## config.mk

```make
export PLATFORM = sky130hd
export DESIGN_NAME = five_bit_code_unpacker_flat
export DESIGN_NICKNAME = d
export VERILOG_FILES = /design/src/fbcu_pkg.sv /design/src/fbcu_item_if.sv /design/src/fbcu_result_if.sv /design/src/fbcu_table.sv /design/src/fbcu_decode.sv /design/src/fbcu_queue.sv /design/src/five_bit_code_unpacker.sv /design/src/flat_wrapper.sv
export VERILOG_INCLUDE_DIRS = /design/src /design/src/src
export SDC_FILE = /design/constraint.sdc
export NUM_CORES = 1
export LEC_CHECK = 0
export ABC_AREA = 1
export BUFFER_PORTS_ARGS = -buffer_cell sky130_fd_sc_hd__buf_4
export CAP_MARGIN = 20
export CORE_UTILIZATION = 38
export DETAILED_ROUTE_END_ITERATION = 10
export SYNTH_ARGS = -nofsm -noshare
export SYNTH_HDL_FRONTEND = slang
export SYNTH_SLANG_ARGS = --single-unit
```

## constraint.sdc

```tcl
create_clock -name clk -period 5.3 [get_ports clk]
set_clock_uncertainty 0.05 [all_clocks]
set_input_delay 0.53 -clock clk [delete_from_list [all_inputs] [get_ports clk]]
set_output_delay 0.53 -clock clk [all_outputs]
set_load 0.01 [all_outputs]
```

## src/five_bit_code_unpacker_defines.svh

```systemverilog
// assertion macros used by the code unpacker top level
`ifndef FIVE_BIT_CODE_UNPACKER_DEFINES_SVH
`define FIVE_BIT_CODE_UNPACKER_DEFINES_SVH

// same-cycle implication, sampled on clk, off during reset
`define FBCU_ASSERT_NOW(lbl, ante, cons, msg) \
	lbl: assert property (@(posedge clk) disable iff (!arst_n) (ante) |-> (cons)) \
		else $error(msg);

// next-cycle implication, sampled on clk, off during reset
`define FBCU_ASSERT_NEXT(lbl, ante, cons, msg) \
	lbl: assert property (@(posedge clk) disable iff (!arst_n) (ante) |=> (cons)) \
		else $error(msg);

`endif

```

## src/fbcu_pkg.sv

```systemverilog
// types and constants of the five bit code unpacker
package fbcu_pkg;

	localparam int OPC_W    = 2;
	localparam int TABLE_AW = 5;
	localparam int CHAR_W   = 8;
	localparam int BYTE_W   = 8;

	// code value that terminates the stream
	localparam logic [7:0] END_CODE = 8'd31;

	typedef enum logic [OPC_W-1:0] {
		OP_LOAD    = 2'd0,
		OP_DATA    = 2'd1,
		OP_RESTART = 2'd2
	} opcode_t;

	// one unpacked code waiting for its table lookup
	typedef struct packed {
		logic                term;
		logic [TABLE_AW-1:0] index;
	} code_entry_t;

	// decoder state update requests
	typedef struct packed {
		logic data_go;
		logic restart_go;
	} dec_ctrl_t;

endpackage

```

## src/fbcu_item_if.sv

```systemverilog
// input channel: commands, table loads and packed data bytes
interface fbcu_item_if;
	logic                           valid;
	logic                           ready;
	logic [fbcu_pkg::OPC_W-1:0]     opcode;
	logic [fbcu_pkg::TABLE_AW-1:0]  table_index;
	logic [fbcu_pkg::CHAR_W-1:0]    table_value;
	logic [fbcu_pkg::BYTE_W-1:0]    data_byte;

	modport source (output valid, opcode, table_index, table_value, data_byte, input ready);
	modport sink   (input valid, opcode, table_index, table_value, data_byte, output ready);
endinterface

```

## src/fbcu_result_if.sv

```systemverilog
// output channel: decoded characters and end marker
interface fbcu_result_if;
	logic                         valid;
	logic                         ready;
	logic [fbcu_pkg::CHAR_W-1:0]  out_char;
	logic                         end_mark;
	logic                         last;

	modport source (output valid, out_char, end_mark, last, input ready);
	modport sink   (input valid, out_char, end_mark, last, output ready);
endinterface

```

## src/fbcu_table.sv

```systemverilog
// 32-entry character table, one write port and one registered read port
module fbcu_table (
	input  logic                           clk,
	input  logic                           we,
	input  logic [fbcu_pkg::TABLE_AW-1:0]  waddr,
	input  logic [fbcu_pkg::CHAR_W-1:0]    wdata,
	input  logic                           re,
	input  logic [fbcu_pkg::TABLE_AW-1:0]  raddr,
	output logic [fbcu_pkg::CHAR_W-1:0]    rdata
);

	localparam int DEPTH = 2 ** fbcu_pkg::TABLE_AW;

	logic [fbcu_pkg::CHAR_W-1:0] mem_q [DEPTH];
	logic [fbcu_pkg::CHAR_W-1:0] rdata_q;

	always_ff @(posedge clk) begin
		if (we) begin
			mem_q[waddr] <= wdata;
		end
		if (re) begin
			rdata_q <= mem_q[raddr];
		end
	end

	assign rdata = rdata_q;

endmodule

```

## src/fbcu_decode.sv

```systemverilog
// splits a data byte plus leftover bits into codes, holds the bit carry state
module fbcu_decode #(
	parameter int CODE_BITS = 5,
	parameter int MAX_CODES = 2,
	parameter int LV_W      = 2
) (
	input  logic                               clk,
	input  logic                               arst_n,
	input  fbcu_pkg::dec_ctrl_t                ctrl,
	input  logic [fbcu_pkg::BYTE_W-1:0]        data_byte,
	output fbcu_pkg::code_entry_t [MAX_CODES-1:0] lanes,
	output logic [LV_W-1:0]                    count,
	output logic                               ended
);

	localparam int LB_W  = CODE_BITS - 1;
	localparam int LC_W  = $clog2(CODE_BITS);
	localparam int CNT_W = $clog2(CODE_BITS + fbcu_pkg::BYTE_W);
	localparam int ACC_W = LB_W + fbcu_pkg::BYTE_W;

	logic [LB_W-1:0]      lbits_q;
	logic [LC_W-1:0]      lcount_q;
	logic                 ended_q;

	logic [CNT_W-1:0]     cnt;
	logic [ACC_W-1:0]     acc;
	logic [CODE_BITS-1:0] lane_code [MAX_CODES];
	logic [MAX_CODES-1:0] lane_avail;
	logic                 stop;
	logic [CNT_W-1:0]     rem;
	logic [ACC_W-1:0]     rem_mask;

	assign cnt = CNT_W'(lcount_q) + CNT_W'(fbcu_pkg::BYTE_W);
	assign acc = {lbits_q, data_byte};

	// every lane extracts its code at a fixed offset from the top of the bits
	always_comb begin
		for (int k = 0; k < MAX_CODES; k++) begin
			lane_avail[k] = cnt >= CNT_W'((k + 1) * CODE_BITS);
			lane_code[k]  = CODE_BITS'(acc >> (cnt - CNT_W'((k + 1) * CODE_BITS)));
		end
	end

	// keep lanes up to and including the first terminator
	always_comb begin
		lanes = '0;
		count = '0;
		stop  = 1'b0;
		rem   = cnt;
		for (int k = 0; k < MAX_CODES; k++) begin
			if (lane_avail[k] && !stop) begin
				lanes[k].index = fbcu_pkg::TABLE_AW'(lane_code[k]);
				lanes[k].term  = 8'(lane_code[k]) == fbcu_pkg::END_CODE;
				count          = LV_W'(k + 1);
				stop           = lanes[k].term;
				rem            = stop ? '0 : cnt - CNT_W'((k + 1) * CODE_BITS);
			end
		end
	end

	assign rem_mask = (ACC_W'(1) << rem) - ACC_W'(1);

	always_ff @(posedge clk or negedge arst_n) begin
		if (!arst_n) begin
			lbits_q  <= '0;
			lcount_q <= '0;
			ended_q  <= 1'b0;
		end else if (ctrl.restart_go) begin
			lbits_q  <= '0;
			lcount_q <= '0;
			ended_q  <= 1'b0;
		end else if (ctrl.data_go) begin
			lbits_q  <= LB_W'(acc & rem_mask);
			lcount_q <= LC_W'(rem);
			ended_q  <= stop;
		end
	end

	assign ended = ended_q;

endmodule

```

## src/fbcu_queue.sv

```systemverilog
// holds the codes of one byte and hands them out one per beat
module fbcu_queue #(
	parameter int MAX_CODES = 2,
	parameter int LV_W      = 2
) (
	input  logic                                  clk,
	input  logic                                  arst_n,
	input  logic                                  load,
	input  fbcu_pkg::code_entry_t [MAX_CODES-1:0] lanes,
	input  logic [LV_W-1:0]                       count,
	input  logic                                  pop,
	output fbcu_pkg::code_entry_t                 head,
	output logic                                  head_last,
	output logic [LV_W-1:0]                       level
);

	fbcu_pkg::code_entry_t entries_q [MAX_CODES];
	logic [LV_W-1:0]       level_q;

	always_ff @(posedge clk or negedge arst_n) begin
		if (!arst_n) begin
			level_q <= '0;
		end else if (load) begin
			level_q <= count;
		end else if (pop) begin
			level_q <= level_q - LV_W'(1);
		end
	end

	always_ff @(posedge clk) begin
		if (load) begin
			for (int k = 0; k < MAX_CODES; k++) begin
				entries_q[k] <= lanes[k];
			end
		end else if (pop) begin
			for (int k = 0; k < MAX_CODES - 1; k++) begin
				entries_q[k] <= entries_q[k + 1];
			end
		end
	end

	assign head      = entries_q[0];
	assign head_last = level_q == LV_W'(1);
	assign level     = level_q;

endmodule

```

## src/five_bit_code_unpacker.sv

```systemverilog
// top level of the five bit code unpacker
//
//  channel   role    beat contents
//  items     sink    opcode, table_index, table_value, data_byte
//  results   source  out_char, end_mark, last
//
// one result beat per cycle while codes are queued and results are ready; a data byte holds
// the code queue until its codes (1 or 2 at 5-bit codes) are popped, and the next byte can load as the last pops
// first result of a byte comes out through the input reg, the queue and the table read register
// a table load waits in the input register until all queued codes have been looked up
// reset clears the bit carry, end flag and all valid state; the table holds garbage until loaded
// a stalled results channel holds the output register and the table read data
`include "five_bit_code_unpacker_defines.svh"

module five_bit_code_unpacker #(
	parameter int CODE_BITS = 5
) (
	input  logic          clk,
	input  logic          arst_n,
	fbcu_item_if.sink     items,
	fbcu_result_if.source results
);

	localparam int MAX_CODES = (CODE_BITS + 7) / CODE_BITS;
	localparam int LV_W      = $clog2(MAX_CODES + 1);

	// input register
	logic                               valid_s1;
	fbcu_pkg::opcode_t                  op_s1;
	logic [fbcu_pkg::TABLE_AW-1:0]      idx_s1;
	logic [fbcu_pkg::CHAR_W-1:0]        val_s1;
	logic [fbcu_pkg::BYTE_W-1:0]        byte_s1;

	// output register
	logic                               valid_s3;
	logic                               end_s3;
	logic                               last_s3;

	fbcu_pkg::dec_ctrl_t                dctrl;
	fbcu_pkg::code_entry_t [MAX_CODES-1:0] lanes;
	logic [LV_W-1:0]                    dec_count;
	logic                               ended;

	fbcu_pkg::code_entry_t              q_head;
	logic                               q_head_last;
	logic [LV_W-1:0]                    q_level;
	logic                               q_pop;
	logic                               q_free;

	logic                               adv_s1;
	logic                               tbl_we;
	logic [fbcu_pkg::CHAR_W-1:0]        tbl_rdata;

	assign q_pop  = (q_level != '0) && (!valid_s3 || results.ready);
	assign q_free = (q_level == '0) || (q_head_last && q_pop);

	always_comb begin
		adv_s1 = 1'b0;
		if (valid_s1) begin
			case (op_s1)
				fbcu_pkg::OP_LOAD:    adv_s1 = q_level == '0;
				fbcu_pkg::OP_DATA:    adv_s1 = ended || q_free;
				fbcu_pkg::OP_RESTART: adv_s1 = 1'b1;
				default:              adv_s1 = 1'b1;
			endcase
		end
	end

	assign items.ready      = !valid_s1 || adv_s1;
	assign tbl_we           = adv_s1 && (op_s1 == fbcu_pkg::OP_LOAD);
	assign dctrl.data_go    = adv_s1 && (op_s1 == fbcu_pkg::OP_DATA) && !ended;
	assign dctrl.restart_go = adv_s1 && (op_s1 == fbcu_pkg::OP_RESTART);

	always_ff @(posedge clk or negedge arst_n) begin
		if (!arst_n) begin
			valid_s1 <= 1'b0;
		end else if (items.ready) begin
			valid_s1 <= items.valid;
		end
	end

	always_ff @(posedge clk) begin
		if (items.valid && items.ready) begin
			op_s1   <= fbcu_pkg::opcode_t'(items.opcode);
			idx_s1  <= items.table_index;
			val_s1  <= items.table_value;
			byte_s1 <= items.data_byte;
		end
	end

	fbcu_decode #(
		.CODE_BITS (CODE_BITS),
		.MAX_CODES (MAX_CODES),
		.LV_W      (LV_W)
	) u_decode (
		.clk       (clk),
		.arst_n    (arst_n),
		.ctrl      (dctrl),
		.data_byte (byte_s1),
		.lanes     (lanes),
		.count     (dec_count),
		.ended     (ended)
	);

	fbcu_queue #(
		.MAX_CODES (MAX_CODES),
		.LV_W      (LV_W)
	) u_queue (
		.clk       (clk),
		.arst_n    (arst_n),
		.load      (dctrl.data_go),
		.lanes     (lanes),
		.count     (dec_count),
		.pop       (q_pop),
		.head      (q_head),
		.head_last (q_head_last),
		.level     (q_level)
	);

	fbcu_table u_table (
		.clk   (clk),
		.we    (tbl_we),
		.waddr (idx_s1),
		.wdata (val_s1),
		.re    (q_pop),
		.raddr (q_head.index),
		.rdata (tbl_rdata)
	);

	always_ff @(posedge clk or negedge arst_n) begin
		if (!arst_n) begin
			valid_s3 <= 1'b0;
		end else if (q_pop) begin
			valid_s3 <= 1'b1;
		end else if (results.ready) begin
			valid_s3 <= 1'b0;
		end
	end

	always_ff @(posedge clk) begin
		if (q_pop) begin
			end_s3  <= q_head.term;
			last_s3 <= q_head_last;
		end
	end

	// terminator beat carries a zero character
	assign results.valid    = valid_s3;
	assign results.out_char = end_s3 ? '0 : tbl_rdata;
	assign results.end_mark = end_s3;
	assign results.last     = last_s3;

	`FBCU_ASSERT_NOW(a_end_is_last, valid_s3 && end_s3, last_s3, "end marker on a beat that is not last")
	`FBCU_ASSERT_NOW(a_load_drained, tbl_we, q_level == '0, "table written while codes still queued")
	`FBCU_ASSERT_NOW(a_level_bound, valid_s1 || !valid_s1, q_level <= LV_W'(MAX_CODES), "queue level overflow")
	`FBCU_ASSERT_NEXT(a_pop_shows, q_pop, valid_s3, "queued code did not reach the output register")

endmodule

```

## src/flat_wrapper.sv

```systemverilog
// flat-port wrapper written by rule: the top's interface ports become plain ports
module five_bit_code_unpacker_flat 
#(
	parameter int CODE_BITS = 5
)
  (clk, arst_n, items_valid, items_opcode, items_table_index, items_table_value, items_data_byte, items_ready, results_valid, results_out_char, results_end_mark, results_last, results_ready);
  fbcu_item_if items_i ();
  fbcu_result_if results_i ();
  input  logic clk;
  input  logic arst_n;
  input wire logic [$bits(items_i.valid)-1:0] items_valid;
  input wire logic [$bits(items_i.opcode)-1:0] items_opcode;
  input wire logic [$bits(items_i.table_index)-1:0] items_table_index;
  input wire logic [$bits(items_i.table_value)-1:0] items_table_value;
  input wire logic [$bits(items_i.data_byte)-1:0] items_data_byte;
  output wire logic [$bits(items_i.ready)-1:0] items_ready;
  output wire logic [$bits(results_i.valid)-1:0] results_valid;
  output wire logic [$bits(results_i.out_char)-1:0] results_out_char;
  output wire logic [$bits(results_i.end_mark)-1:0] results_end_mark;
  output wire logic [$bits(results_i.last)-1:0] results_last;
  input wire logic [$bits(results_i.ready)-1:0] results_ready;
  assign items_i.valid = items_valid;
  assign items_i.opcode = items_opcode;
  assign items_i.table_index = items_table_index;
  assign items_i.table_value = items_table_value;
  assign items_i.data_byte = items_data_byte;
  assign items_ready = items_i.ready;
  assign results_valid = results_i.valid;
  assign results_out_char = results_i.out_char;
  assign results_end_mark = results_i.end_mark;
  assign results_last = results_i.last;
  assign results_i.ready = results_ready;
  five_bit_code_unpacker #(.CODE_BITS(CODE_BITS)) u_core (.clk(clk), .arst_n(arst_n), .items(items_i), .results(results_i));
endmodule
```

# [After elaboration in Yosys (flattened, before gate mapping)]
# Memories as Yosys holds them, arrays and structs flattened. A register that Yosys moved wholly into a read port is not among the register bits.
# Cells that the tools add are included.
[totals] regBits=37 latch_bits=0 ramBits=268 rom_bits=0 inputBits=27 out_inout_bits=12 word_cells=84 memories=2
[memory_table] memory="u_core.u_table.mem_q" depth=32 word_bits=8 rd=1 rd_clocked_by_memory_dff=1 write_ports=1 line="fbcu_table.sv:14" rtl="logic [fbcu_pkg::CHAR_W-1:0] mem_q [DEPTH];"
[memory_table] memory="u_core.u_queue.entries_q" depth=2 word_bits=6 rd=2 rd_clocked_by_memory_dff=0 write_ports=2 line="fbcu_queue.sv:17" rtl="fbcu_pkg::code_entry_t entries_q [MAX_CODES];"
[op_classes] addsub=5 mul=0 div_mod_pow=0 magnitude_cmp=2 eq_ne=5 n_shift=3 muxes=31 bitwise_logic=2 n_reduce_logical=22
[op_table] operator="4-bit 2-to-1 mux" n=6
[op_table] operator="12-bit by 4-bit >> shifter with 5-bit output" n=2
[op_table] operator="6-bit 2-to-1 mux" n=3
[op_table] operator="1-bit 2-to-1 mux" n=15
[op_table] operator="5-bit == test (second input constant)" n=2
[op_table] operator="1-bit logical AND" n=8
[op_table] operator="8-bit 2-to-1 mux" n=1
[op_table] operator="2-bit nonzero test" n=4
[op_table] operator="2-bit 2-to-1 mux" n=3
[op_table] operator="3-bit 2-to-1 mux" n=2
[op_table] operator="3-bit by 4-bit adder with 4-bit output (second input constant)" n=1
[op_table] operator="4-bit AND" n=1
[op_table] operator="2-bit by 1-bit == test with 1-bit output (second input constant)" n=2
[op_table] operator="4-bit by 3-bit greater-or-equal comparator with 1-bit output (second input constant)" n=1
[op_table] operator="4-bit greater-or-equal comparator (second input constant)" n=1
[op_table] operator="1-bit logical NOT" n=4
[op_table] operator="2-bit logical NOT" n=2
[op_table] operator="1-bit logical OR" n=4
[op_table] operator="1-bit by 4-bit << shifter with 4-bit output (first input constant)" n=1
[op_table] operator="4-bit by 2-bit subtractor with 4-bit output (second input constant)" n=1
[op_table] operator="4-bit by 3-bit subtractor with 4-bit output (second input constant)" n=1
[op_table] operator="4-bit subtractor (second input constant)" n=1
[op_table] operator="2-bit == test (second input constant)" n=1
[op_table] operator="1-bit case mux with 2 select lines" n=1
[op_table] operator="other kinds (2)" n=2

# [Depth between registers and ports, before layout]
# Gate-level depths: netlist of the first run.
[depth] word_depth=13 mapped_depth=22 depth_no_buf=21

# [By module]
# A second synthesis of the first run with hierarchy kept.
[hier_totals] hier_cells=1278 area_unflattened_um2=13855.8
[modules_own_cells] module="fbcu_table" n_inst=1 cells_per_inst=922 area_per_inst_um2=10866.7 seq_area_each_um2=7927.6
[modules_own_cells] module="fbcu_decode" n_inst=1 cells_per_inst=237 area_per_inst_um2=1428.9 seq_area_each_um2=200.2
[modules_own_cells] module="five_bit_code_unpacker" n_inst=1 cells_per_inst=72 area_per_inst_um2=994.7 seq_area_each_um2=800.8
[modules_own_cells] module="fbcu_queue" n_inst=1 cells_per_inst=47 area_per_inst_um2=565.5 seq_area_each_um2=410.4

# [Worst setup path before layout of the first run]
# OpenSTA, ideal clock, no wires.
[synth_path] path_type="register -> register" start="register u_core.u_decode.lcount_q[0]" end="register u_core.u_decode.lbits_q[1]" setup_time_ns=0.122 arrival_ns=2.663 required_ns=5.128 path_slack_ns=2.466 path_stages_with_launch=18 path_buffers=2 synth_period_minus_slack_ns=2.834 path_cell_list="dfrtp_1 inv_2 buf_6 ha_1 buf_2 nand3_2 nand3_1 a21oi_4 nand2_4 nor2_4 nor2_2 nand2_1 nand2_2 nor2_4 nand3_1 ha_1 inv_1 a32o_1"
[synth_via] elab_chain_cells=13 word_cells_on_any_way=21 classes_between="add/sub: 4; order compare: 2; eq/ne: 2; shift: 3; mux: 7; bitwise: 1; reduce/logical: 2"
[synth_rtl] element="start: declaration" line="fbcu_decode.sv:22" rtl="logic [LC_W-1:0] lcount_q;"
[synth_rtl] element="start signal: assignment" line="fbcu_decode.sv:74" rtl="lcount_q <= LC_W'(rem);"
[synth_rtl] element="3-bit by 4-bit adder with 4-bit output (*)" line="fbcu_decode.sv:33" rtl="assign cnt = CNT_W'(lcount_q) + CNT_W'(fbcu_pkg::BYTE_W);"
[synth_rtl] element="4-bit by 3-bit subtractor with 4-bit output" line="fbcu_decode.sv:40, fbcu_decode.sv:56"
[synth_rtl] element="12-bit by 4-bit >> shifter with 5-bit output" line="fbcu_decode.sv:40" rtl="lane_code[k] = CODE_BITS'(acc >> (cnt - CNT_W'((k + 1) * CODE_BITS)));"
[synth_rtl] element="5-bit == test" line="fbcu_decode.sv:53" rtl="lanes[k].term = 8'(lane_code[k]) == fbcu_pkg::END_CODE;"
[synth_rtl] element="1-bit 2-to-1 mux" line="fbcu_decode.sv:51" rtl="if (lane_avail[k] && !stop) begin"
[synth_rtl] element="1-bit logical NOT" line="fbcu_decode.sv:51"
[synth_rtl] element="1-bit logical AND" line="fbcu_decode.sv:51"
[synth_rtl] element="4-bit 2-to-1 mux (*)" line="fbcu_decode.sv:51"
[synth_rtl] element="1-bit by 4-bit << shifter with 4-bit output (*)" line="fbcu_decode.sv:61" rtl="assign rem_mask = (ACC_W'(1) << rem) - ACC_W'(1);"
[synth_rtl] element="4-bit by 2-bit subtractor with 4-bit output (*)" line="fbcu_decode.sv:61"
[synth_rtl] element="4-bit AND (*)" line="fbcu_decode.sv:73" rtl="lbits_q <= LB_W'(acc & rem_mask);"
[synth_rtl] element="4-bit 2-to-1 mux (*)" line="fbcu_decode.sv:72" rtl="end else if (ctrl.data_go) begin"
[synth_rtl] element="4-bit 2-to-1 mux (*)" line="fbcu_decode.sv:68" rtl="end else if (ctrl.restart_go) begin"
[synth_rtl] element="end signal: assignment" line="fbcu_decode.sv:73"
[synth_rtl] element="end: declaration" line="fbcu_decode.sv:21" rtl="logic [LB_W-1:0] lbits_q;"
# Every way passes the cells marked *; elsewhere a longest branch is shown, timed or not. The select of a mux whose other input is x is not followed.
# A chain may end at the register's enable or synchronous reset.

# [Final worst setup path of the first run]
[layout_path] start="register u_core.u_decode.lcount_q[1]" end="register u_core.u_decode.lbits_q[1]"
# The elaborated chain is that of the path after synthesis.

==> results of run 1 <==
[timing repair]
item,in CTS,in global routing
hold buffers,1,0
setup endpoints to repair,0,0
hold endpoints to repair,12,0
[sequential cells by signal, indices dropped and copies added (netlist names)]
signal	count
u_core.byte_s1	8
u_core.idx_s1	5
u_core.op_s1	2
u_core.results.end_mark	1
u_core.results.last	1
u_core.results.valid	1
u_core.u_decode.ended	1
u_core.u_decode.lbits_q	4
u_core.u_decode.lcount_q	3
u_core.u_queue.entries_q	12
u_core.u_queue.level	2
u_core.u_table.mem_q	256
u_core.u_table.rdata	8
u_core.val_s1	8
u_core.valid_s1	1
[routing by layer]
metal  GRT usage, %  share of wire [%]  routed length (µm)
met1           26.6                 44               14600
met2           28.9                 46               15100
met4           5.27                2.2                 734
met5              0                  0                   0
met3           2.79                7.4                2450
[critical path, cell delays in order, from the launching register on]
cell	delay, ps
dfrtp_1	600
inv_1	350
ha_1	690
inv_2	210
nand3_1	130
nand3_1	80
nand2_1	70
nand2_1	70
nand2_2	110
nand2_1	60
nor2_1	100
nand2_1	100
nand3_1	100
nand2_2	70
nor2_4	150
nand3_1	100
ha_1	280
inv_1	30
a32o_1	230
[layout by cell type, fill, tap and decap left out, types with 2 or more instances in the layout]
cell type and n:
nor3_1 2, o22ai_1 10, a31oi_1 12, nand2_4 10, nor2_4 2, a32oi_1 8, nand3_1 84, clkinv_1 6
nand2_2 11, nor2_1 196, edfxtp_1 301, o221ai_1 57, a21oi_1 10, buf_16 5, nand3_2 6, nand4_1 3
nand3_4 2, ha_1 8, inv_1 43, buf_4 47, nand2_1 91, inv_2 4, dfrtp_1 12, clkbuf_16 37
clkbuf_1 7, clkinv_2 8, o21ai_0 137
[power by group]
| part | total (mW) | internal (mW) | leakage [nW] | switching [mW] |
|---|---|---|---|---|
| Clock | 2.27 | 1.33 | 0.527 | 0.934 |
| Sequential | 3.12 | 2.97 | 2.89 | 0.153 |
| Combinational | 3.01 | 0.898 | 1.83 | 2.11 |
| Total | 8.40 | 5.20 | 5.24 | 3.20 |
[path summary, 6_finish.rpt]
path / startpoint / endpoint / slack (ps) / depth (start not counted)
max in group asynchronous: arst_n / u_core.u_decode.lcount_q[1]$_DFFE_PN0P_ / 4680 / 2
worst min register to register: u_core.u_queue.entries_q[0][5]$_DFFE_PP_ / u_core.results.end_mark$_DFFE_PP_ / 370 / 0
worst min-delay path: items_table_value[7] / u_core.val_s1[7]$_DFFE_PP_ / 150 / 1
worst max-delay path: u_core.u_decode.lcount_q[1]$_DFFE_PN0P_ / u_core.u_decode.lbits_q[1]$_DFFE_PN0P_ / 1580 / 18
worst max register to register: u_core.u_decode.lcount_q[1]$_DFFE_PN0P_ / u_core.u_decode.lbits_q[1]$_DFFE_PN0P_ / 1580 / 18
min in group asynchronous: arst_n / u_core.valid_s1$_DFFE_PN0N_ / 350 / 2
[through the flow]
stage                     power, mW  instance area [µm²]  instances
after floorplan                5.18                13200       1078
after global placement         6.14                13900       1515
after detailed placement       6.16                13900       1516
after CTS                      8.41                15000       1578
after global routing           8.84                15100       1582
final                          8.40                15100       1582
[kinds of logic after synthesis]
| logic type | share of synthesized area (%) |
|---|---|
| AND/OR/NAND/NOR | 13.9 |
| flip-flops | 70.7 |
| AO/OA/AOI/OAI | 11.5 |
| buffers and inverters | 3.18 |
| adder cells (fa/ha/maj) | 0.757 |
[final cells by class]
class                      instances  area (µm²)  area share, %
tap                              448         561           3.71
multi-input combinational        658        3460           22.9
clock buffer                      45         966           6.38
inverter                          48         181           1.20
clock inverter                    16         104          0.686
timing repair buffer              54         520           3.44
sequential                       313        9340           61.7
==> metrics.cfg, run 1 <==
[route]
wl_per_cell_um = 20.8
routed_via_density = 5.49
drtAntennaViolNets = 0
drt-total-wl_um = 32900
vias = 8683
drc = 0
drt_first_pass_iters = 5
drt_iter0_drc = 749

[global_routing]
grt_first_pass_wirelength_um = 49600
grt_max_degree = 100
grt_pass1_vias = 8295
gr-total-overflow = 0
antenna_found_initial = 0
grt_use_total_pct = 18.4

[worst_setup_path]
crit_type = flop to flop
cp_max_fo = 16
start_kind = flop
end_kind = flop
cp_data_arrival_time_ps = 4060
cp.required_ps = 5630

[yosys]
async_flop_share_pct = 3.83
synthesis.nets = 1113
synth_top_cell_by_area = edfxtp_1
synth_flop_cell = edfxtp_1
synth_area_mm2 = 0.0132
syn_avg_cell_area_um2 = 12.3
synthCells = 1078
synth_seq_area_share_pct = 70.7
synth_area_leaders = edfxtp_1, nor2_1, o21ai_0
synth_top_cell_area_share_pct = 68.4
synth_seq_cells = 313
synth_common_cells = edfxtp_1, nor2_1, o21ai_0
yosysMostFrequentCell = edfxtp_1
ys_types = 34
synth-edff-count = 301
yosys_warnings = 0

[timing]
finalWorstSetupSlack_ps = 1580
setup_viol = 0
fin_crit_ps = 3720
fin_crit_sh_pct = 70.2
timing.fmax_mhz = 269
worst_slew_pin_slew_ps = 1150
max_slew_margin_pct = 23.6
tns_ps = 0
grt_setup_unrepaired = false
hold_viol_final = 0
timing.hold.ws_ps = 147
slew_viol_final = 0

[clock_tree]
cts-resized-gates = 0
post_cts_buffers = 0
ctsLongestPathBuffers = 3
cts_buffers = 34
cts-root-buf = clkbuf_16
path_clk_slew_ps = 60
htreeDepth = 2
insertion_delay_ps = 510
cts.sinks = 313
cts_tree = yes

[final_layout]
finalNetCount = 1144
final_core_util_pct = 44.7
n_antenna_cell = 0
fillers = 3073
area_growth_pct = 14.5
drive_gt1_share_pct = 12.5

[die]
die_y_um = 188
ios = 39
initial_core_util_pct = 39.0
die_w_um = 188
row_count = 67
fp.coreArea_mm2 = 0.0339
dieArea_mm2 = 0.0355

[min_path]
holdCritPathClass = primary input to flop

[power]
power.density_mw_per_mm2 = 555
p_leak_nw = 5.24
ir_worst_vdd_mv = 0.343

[placement]
portBuffers = 38
pre_cts_slack_ps = 1650
gp_congestion = 0.855
hpwl_um = 19800

[outcome]
status = finished clean

[run]
drv_cap = 0

No activity file was read; power rests on OpenSTA's default activity.
==> run 2: changes to the inputs <==
Settings changed: ABC_AREA 1 to 0.
Clock period 5.3 ns to 3.2 ns, I/O delays scaled along.
==> run 2 against run 1 <==
Die area is 0.97% lower. Via count decreased by 21%. Core utilization grew 1.9 points. Combinational power is 65% higher. Total power is 64% higher. Sequential cell count did not move. Setup slack got worse by 1500 ps. Worst hold slack worse by 38 ps. Critical path type unchanged.
==> metrics.cfg, run 2 <==
[yosys]
synthesis.nets = 718  ; -35%
synthCells = 683  ; -37%
synth_mux_area_share_pct = 17.9  ; +18 points
ys_types = 61  ; +79%
synthXorXnorAreaFrac_pct = 0.201  ; +0.20 points
synth_flop_cell = edfxtp_1
synth_top_family_by_area = multiplexers
synth_compound_area_share_pct = 3.31  ; -8.2 points
synth_area_leaders = edfxtp_1, mux4_2, dfrtp_1
yosys_warnings = 0  ; unchanged
yosysMostFrequentCell = edfxtp_1
synth_area_mm2 = 0.0131  ; -0.98%
synth_seq_cells = 313  ; unchanged
synth-edff-count = 301  ; unchanged
async_flop_share_pct = 3.83  ; unchanged
synth-simple-area-share_pct = 4.78  ; -9.1 points
synth_top_cell_by_area = edfxtp_1
syn_avg_cell_area_um2 = 19.2  ; +56%
synth_common_cells = edfxtp_1, mux4_2, nor2_1
synth_seq_area_share_pct = 71.4  ; +0.70 points
synth_top_cell_area_share_pct = 69.1  ; +0.68 points
synthAdderAreaFrac_pct = 0.765  ; +0.0075 points

[timing]
fin_crit_sh_pct = 96.4  ; +26 points
timing.hold.ws_ps = 109  ; -38.2 ps
max_slew_margin_pct = 25.6  ; +2.0 points
slew_viol_final = 0  ; unchanged
hold_viol_final = 0  ; unchanged
worst_slew_pin_slew_ps = 1120  ; -30.4 ps
setup_viol = 0  ; unchanged
fin_crit_ps = 3080  ; -635 ps
timing.fmax_mhz = 324  ; +21%
grt_setup_unrepaired = false
tns_ps = 0  ; unchanged
finalWorstSetupSlack_ps = 115  ; -1460 ps

[global_routing]
antenna_found_initial = 0  ; unchanged
gr-total-overflow = 0  ; unchanged
grt_use_total_pct = 16.3  ; -2.2 points
grt_pass1_vias = 7181  ; -13%
grt_max_degree = 65  ; -35%
grt_first_pass_wirelength_um = 43100  ; -13%

[final_layout]
final_cell_mix = edfxtp_1, mux4_2, buf_4
n_antenna_cell = 0  ; unchanged
drive_gt1_share_pct = 31.5  ; +19 points
area_growth_pct = 19.9
largest_reg_flops = 256  ; unchanged
finalNetCount = 840  ; -27%
reg_top3 = u_core.u_table.mem_q: 256 flops, u_core.u_queue.entries_q: 12 flops
top_register = u_core.u_table.mem_q
layout_commonest_cell = edfxtp_1
fillers = 2813  ; -8.5%
seq_area_mm2 = 0.00934  ; about the same
final_area_mm2 = 0.0157  ; +3.7%
multiInputGateArea_mm2 = 0.00357  ; +3.4%
final_cell_count_no_fill = 1274  ; -19%
final_core_util_pct = 46.6  ; +1.9 points

[placement]
dp_cells = 1185  ; -22%
hpwl_um = 18800  ; -4.8%
place_area_mm2 = 0.0142  ; +1.9%
gp_congestion = 0.894  ; +4.6%
pre_cts_slack_ps = 9.39  ; -1640 ps
portBuffers = 38  ; unchanged

[die]
fp.coreArea_mm2 = 0.0337  ; -0.50%
dieArea_mm2 = 0.0352  ; -0.97%
die_w_um = 188  ; -0.49%
ios = 39  ; unchanged
row_count = 67  ; unchanged
initial_core_util_pct = 38.8  ; -0.19 points
die_y_um = 188  ; -0.49%

[worst_setup_path]
cp_data_arrival_time_ps = 3400  ; -660 ps
end_kind = flop
cp.required_ps = 3510  ; -2120 ps
r2r_start = u_core.u_decode.lcount_q[1]$_DFFE_PN0P_
cp_max_fo = 18  ; +2
r2r_cells = 12  ; -6
crit_type = flop to flop
reg2reg_to = u_core.u_decode.lbits_q[2]$_DFFE_PN0P_
start_kind = flop
reg2reg_slack_ps = 120  ; -1460 ps
cp-startpoint = u_core.u_decode.lcount_q[1]$_DFFE_PN0P_

[min_path]
holdPathStages = 3  ; +2
min_to = u_core.results.valid$_DFFE_PN0P_
holdCritPathClass = primary input to flop
min_from = results_ready

[route]
drc = 0  ; unchanged
routed_via_density = 5.36  ; -2.3%
drtAntennaViolNets = 0  ; unchanged
drt_first_pass_iters = 4  ; -1
drt-total-wl_um = 28500  ; -13%
vias = 6829  ; -21%
drt_iter0_drc = 646  ; -14%
wl_per_cell_um = 22.4  ; +7.6%

[clock_tree]
cts.sinks = 313  ; unchanged
cts-root-buf = clkbuf_16
cts_buffers = 34  ; unchanged
ctsLongestPathBuffers = 3  ; unchanged
insertion_delay_ps = 490  ; -20 ps
htreeDepth = 2  ; unchanged
path_clk_slew_ps = 60  ; about the same
cts_tree = yes

[run]
drv_cap = 0  ; unchanged

[power]
total_power_mw = 13.8  ; +64%
ir_worst_vdd_mv = 0.520  ; +52%
power.density_mw_per_mm2 = 880  ; +59%
p_leak_nw = 5.16  ; -1.6%

[outcome]
status = finished clean

-- run 2: cell families (layout without fill, tap and decap cells) --
group | count (synthesis) | after routing
flip-flops | 313 | 313
AND/OR/NAND/NOR | 132 | 132
XOR/XNOR | 3 | 3
multiplexers | 117 | 117
adder cells (fa/ha/maj) | 8 | 8
AO/OA/AOI/OAI | 61 | 61
buffers and inverters | 49 | 192
-- run 2: layout make-up --
class,count,share of cell area (%)
multi-input combinational,321,22.8
inverter,13,0.311
clock buffer,41,5.73
timing repair buffer,122,7.23
tap,448,3.57
clock inverter,16,0.837
sequential,313,59.5
-- run 2: per-layer routing --
| layer | part of all wire (%) | wire (µm) | global-route usage, % |
|---|---|---|---|
| met1 | 44 | 12400 | 22.5 |
| met2 | 48 | 13700 | 26.2 |
| met3 | 6.1 | 1730 | 3.20 |
| met4 | 2.4 | 694 | 4.82 |
| met5 | 0 | 0 | 0 |
-- run 2: power by group --
| group | internal, mW | switching (mW) |
|---|---|---|
| sequential | 4.89 | 0.313 |
| clock | 2.15 | 1.48 |
| combinational | 2.51 | 2.46 |
| total | 9.56 | 4.25 |
-- run 2: worst max-delay path by stage --
stage | to | slack (ps) | depth (start not counted)
final | u_core.u_decode.lbits_q[2]$_DFFE_PN0P_ | 120 | 12
after global routing | u_core.u_decode.lbits_q[2]$_DFFE_PN0P_ | 9 | 12
after CTS | u_core.u_decode.lbits_q[2]$_DFFE_PN0P_ | 40 | 13
after detailed placement | u_core.u_decode.lbits_q[2]$_DFFE_PN0P_ | 9 | 12
after global placement | u_core.u_decode.lbits_q[2]$_DFFE_PN0P_ | 110 | 13
after floorplan | u_core.u_decode.lbits_q[2]$_DFFE_PN0P_ | 50 | 14
-- run 2: repair_timing --
item                       in CTS  in global routing
gates resized for setup         3                  9
hold buffers                   25                  0
hold endpoints to repair       36                  0
setup endpoints to repair       1                  1
pin swaps                       0                  1
setup buffers                   0                  0
-- run 2: critical path, cell delays in order (launching register included) --
cell       delay, ps
dfrtp_1          390
buf_6            180
ha_1             240
or4bb_1          500
o2111ai_1        120
a32oi_1          190
a311oi_2         320
nand2_2          140
and2_1           160
ha_1             230
a32oi_1          220
o21a_1           150
nand3_1           70
==> run 3: changes to the inputs <==
Settings changed: CORE_ASPECT_RATIO set to 2.
==> run 3 against run 2 <==
Total power decreased by 2.2%. Combinational power increased by 3%. Fmax decreased by 0.30%. Worst hold slack got worse by 88 ps. Count of clock-buffer cells in the layout decreased by 8. Critical path type unchanged.
==> metrics.cfg, run 3 (synthesis results as in run 2) <==
[timing]
fin_crit_sh_pct = 96.7  ; +0.29 points
worst_slew_pin_slew_ps = 826  ; -289 ps
slew_viol_final = 0  ; unchanged
hold_viol_final = 0  ; unchanged
max_slew_margin_pct = 44.7  ; +19 points
fin_crit_ps = 3090  ; +9.17 ps
setup_viol = 0  ; unchanged
finalWorstSetupSlack_ps = 106  ; -9.18 ps
tns_ps = 0  ; unchanged
timing.fmax_mhz = 323  ; -0.30%

[placement]
portBuffers = 38  ; unchanged
gp_congestion = 0.938  ; +4.9%
pre_cts_slack_ps = 41.3  ; +32.0 ps
hpwl_um = 20800  ; +11%

[global_routing]
grt_max_degree = 65  ; unchanged
use_met1_pct = 18.0  ; -4.4 points
gr-total-overflow = 0  ; unchanged
use_met2_pct = 33.6  ; +7.4 points
grt_util_met3_pct = 1.64  ; -1.6 points
grt-busiest-layer = met2
grt_first_pass_wirelength_um = 45200  ; +4.8%
grt_use_total_pct = 17.4  ; +1.1 points
antenna_found_initial = 0  ; unchanged
grt_pass1_vias = 7479  ; +4.1%

[final_layout]
final_core_util_pct = 46.7  ; +0.19 points
final_cell_mix = edfxtp_1, buf_4, mux4_2
n_antenna_cell = 0  ; unchanged
area_growth_pct = 20.6
fillers = 2871  ; +2.1%
top_register = u_core.u_table.mem_q
largest_reg_flops = 256  ; unchanged
reg_top3 = u_core.u_table.mem_q: 256 flops, u_core.u_queue.entries_q: 12 flops
drive_gt1_share_pct = 34.4  ; +2.9 points
layout_commonest_cell = edfxtp_1
finalNetCount = 861  ; +2.5%

[die]
die_y_um = 264  ; +41%
initial_core_util_pct = 38.8  ; -0.066 points
ios = 39  ; unchanged
dieArea_mm2 = 0.0352  ; +0.13%
fp.coreArea_mm2 = 0.0338  ; +0.17%
die_w_um = 133  ; -29%
row_count = 95  ; +42%

[route]
drt_first_pass_iters = 7  ; +3
drt-total-wl_um = 29700  ; +4.1%
wl_per_cell_um = 23.1  ; +3.4%
drc = 0  ; unchanged
vias = 6857  ; +0.41%
drt_iter0_drc = 533  ; -17%
routed_via_density = 5.34  ; -0.29%
drtAntennaViolNets = 0  ; unchanged

[worst_setup_path]
cp.required_ps = 3580  ; +70 ps
start_kind = flop
r2r_cells = 14  ; +2
crit_type = flop to flop
cp_max_fo = 4  ; -14
end_kind = flop
cp_data_arrival_time_ps = 3470  ; +70 ps

[power]
internal_power_mw = 9.25  ; -3.2%
p_switching_mw = 4.25  ; about the same
power_frac_comb_pct = 38.0  ; +2.0 points
ir_worst_vdd_mv = 0.620  ; +19%
power.density_mw_per_mm2 = 856  ; -2.8%
p_leak_nw = 5.26  ; +2.0%
total_power_mw = 13.5  ; -2.2%
sw_frac_of_total_pct = 31.5  ; +0.71 points
p_clk_share_pct = 23.9  ; -2.4 points
seqPwrFrac_pct = 38.1  ; +0.4 points

[clock_tree]
cts_tree = yes
insertion_delay_ps = 560  ; +70 ps
htreeDepth = 1  ; -1
cts_buffers = 27  ; -21%
cts.sinks = 313  ; unchanged
path_clk_slew_ps = 70  ; about the same
cts-root-buf = clkbuf_16
ctsLongestPathBuffers = 3  ; unchanged

[min_path]
holdCritPathClass = primary input to flop
holdPathStages = 3  ; unchanged

[run]
drv_cap = 0  ; unchanged

[outcome]
status = finished clean

## run 3: cell types whose count changed in the layout (fill, tap and decap cells not counted), sizes merged
cell      before  now
clkinv        12    8
inv           14   17
clkbuf        41   33
clkinvlp       1    3
buf           97  125
## run 3: worst max-delay path, cell delays in order (launching register included)
cell       delay, ps
dfrtp_1          380
inv_2             70
buf_4            150
ha_2             180
or4bb_1          510
o2111ai_2        110
a32oi_1          170
a311oi_2         300
buf_4            180
nand2_4           70
and2_4           160
ha_2             190
a32oi_1          200
o21a_1           160
nand3_2           70
## run 3: cell type report
cell class / count / area, µm² / share of cell area (%)
timing repair buffer: 150 / 1400 / 8.86
tap: 436 / 546 / 3.46
inverter: 13 / 48.8 / 0.309
clock inverter: 17 / 156 / 0.991
clock buffer: 33 / 708 / 4.49
multi-input combinational: 321 / 3580 / 22.7
sequential: 313 / 9340 / 59.2
## run 3: repair_timing
item | in CTS | in global routing
endpoints found under the setup margin | 0 | 2
hold endpoints to repair | 36 | 0
gates resized for setup | 0 | 16
setup buffers | 0 | 4
hold buffers | 25 | 0
## run 3: final timing paths
path	startpoint	endpoint	slack, ps
worst max-delay path	u_core.u_decode.lcount_q[1]$_DFFE_PN0P_	u_core.u_decode.lbits_q[2]$_DFFE_PN0P_	110
worst min-delay path	results_ready	u_core.results.valid$_DFFE_PN0P_	20
worst max register to register	u_core.u_decode.lcount_q[1]$_DFFE_PN0P_	u_core.u_decode.lbits_q[2]$_DFFE_PN0P_	110
worst min register to register	u_core.u_queue.entries_q[0][5]$_DFFE_PP_	u_core.results.end_mark$_DFFE_PP_	430
max in group asynchronous	arst_n	u_core.u_decode.lbits_q[2]$_DFFE_PN0P_	2840
min in group asynchronous	arst_n	u_core.u_decode.lcount_q[1]$_DFFE_PN0P_	90
## run 3: metrics by stage
stage,std cells,area (µm²),hold slack (ps)
after global placement,1195,14300,125
after detailed placement,1195,14300,128
after CTS,1270,15500,14.1
after global routing,1283,15800,47.3
after floorplan,683,13100,-25.6
final,1283,15800,21.0
## run 3: per-layer routing
layer / share of wire (%) / wire length (µm)
met1: 34 / 10100
met2: 57 / 16800
met3: 3.6 / 1070
met4: 5.8 / 1730
met5: 0 / 0
## run 3: power by group through the flow
stage,logic [mW],registers [mW],clock network [mW]
floorplan,3.26,5.13,0
global placement,4.76,5.30,0
detailed placement,4.80,5.32,0
CTS,4.85,5.24,3.28
global route,5.48,5.17,3.44
finish,5.14,5.14,3.22
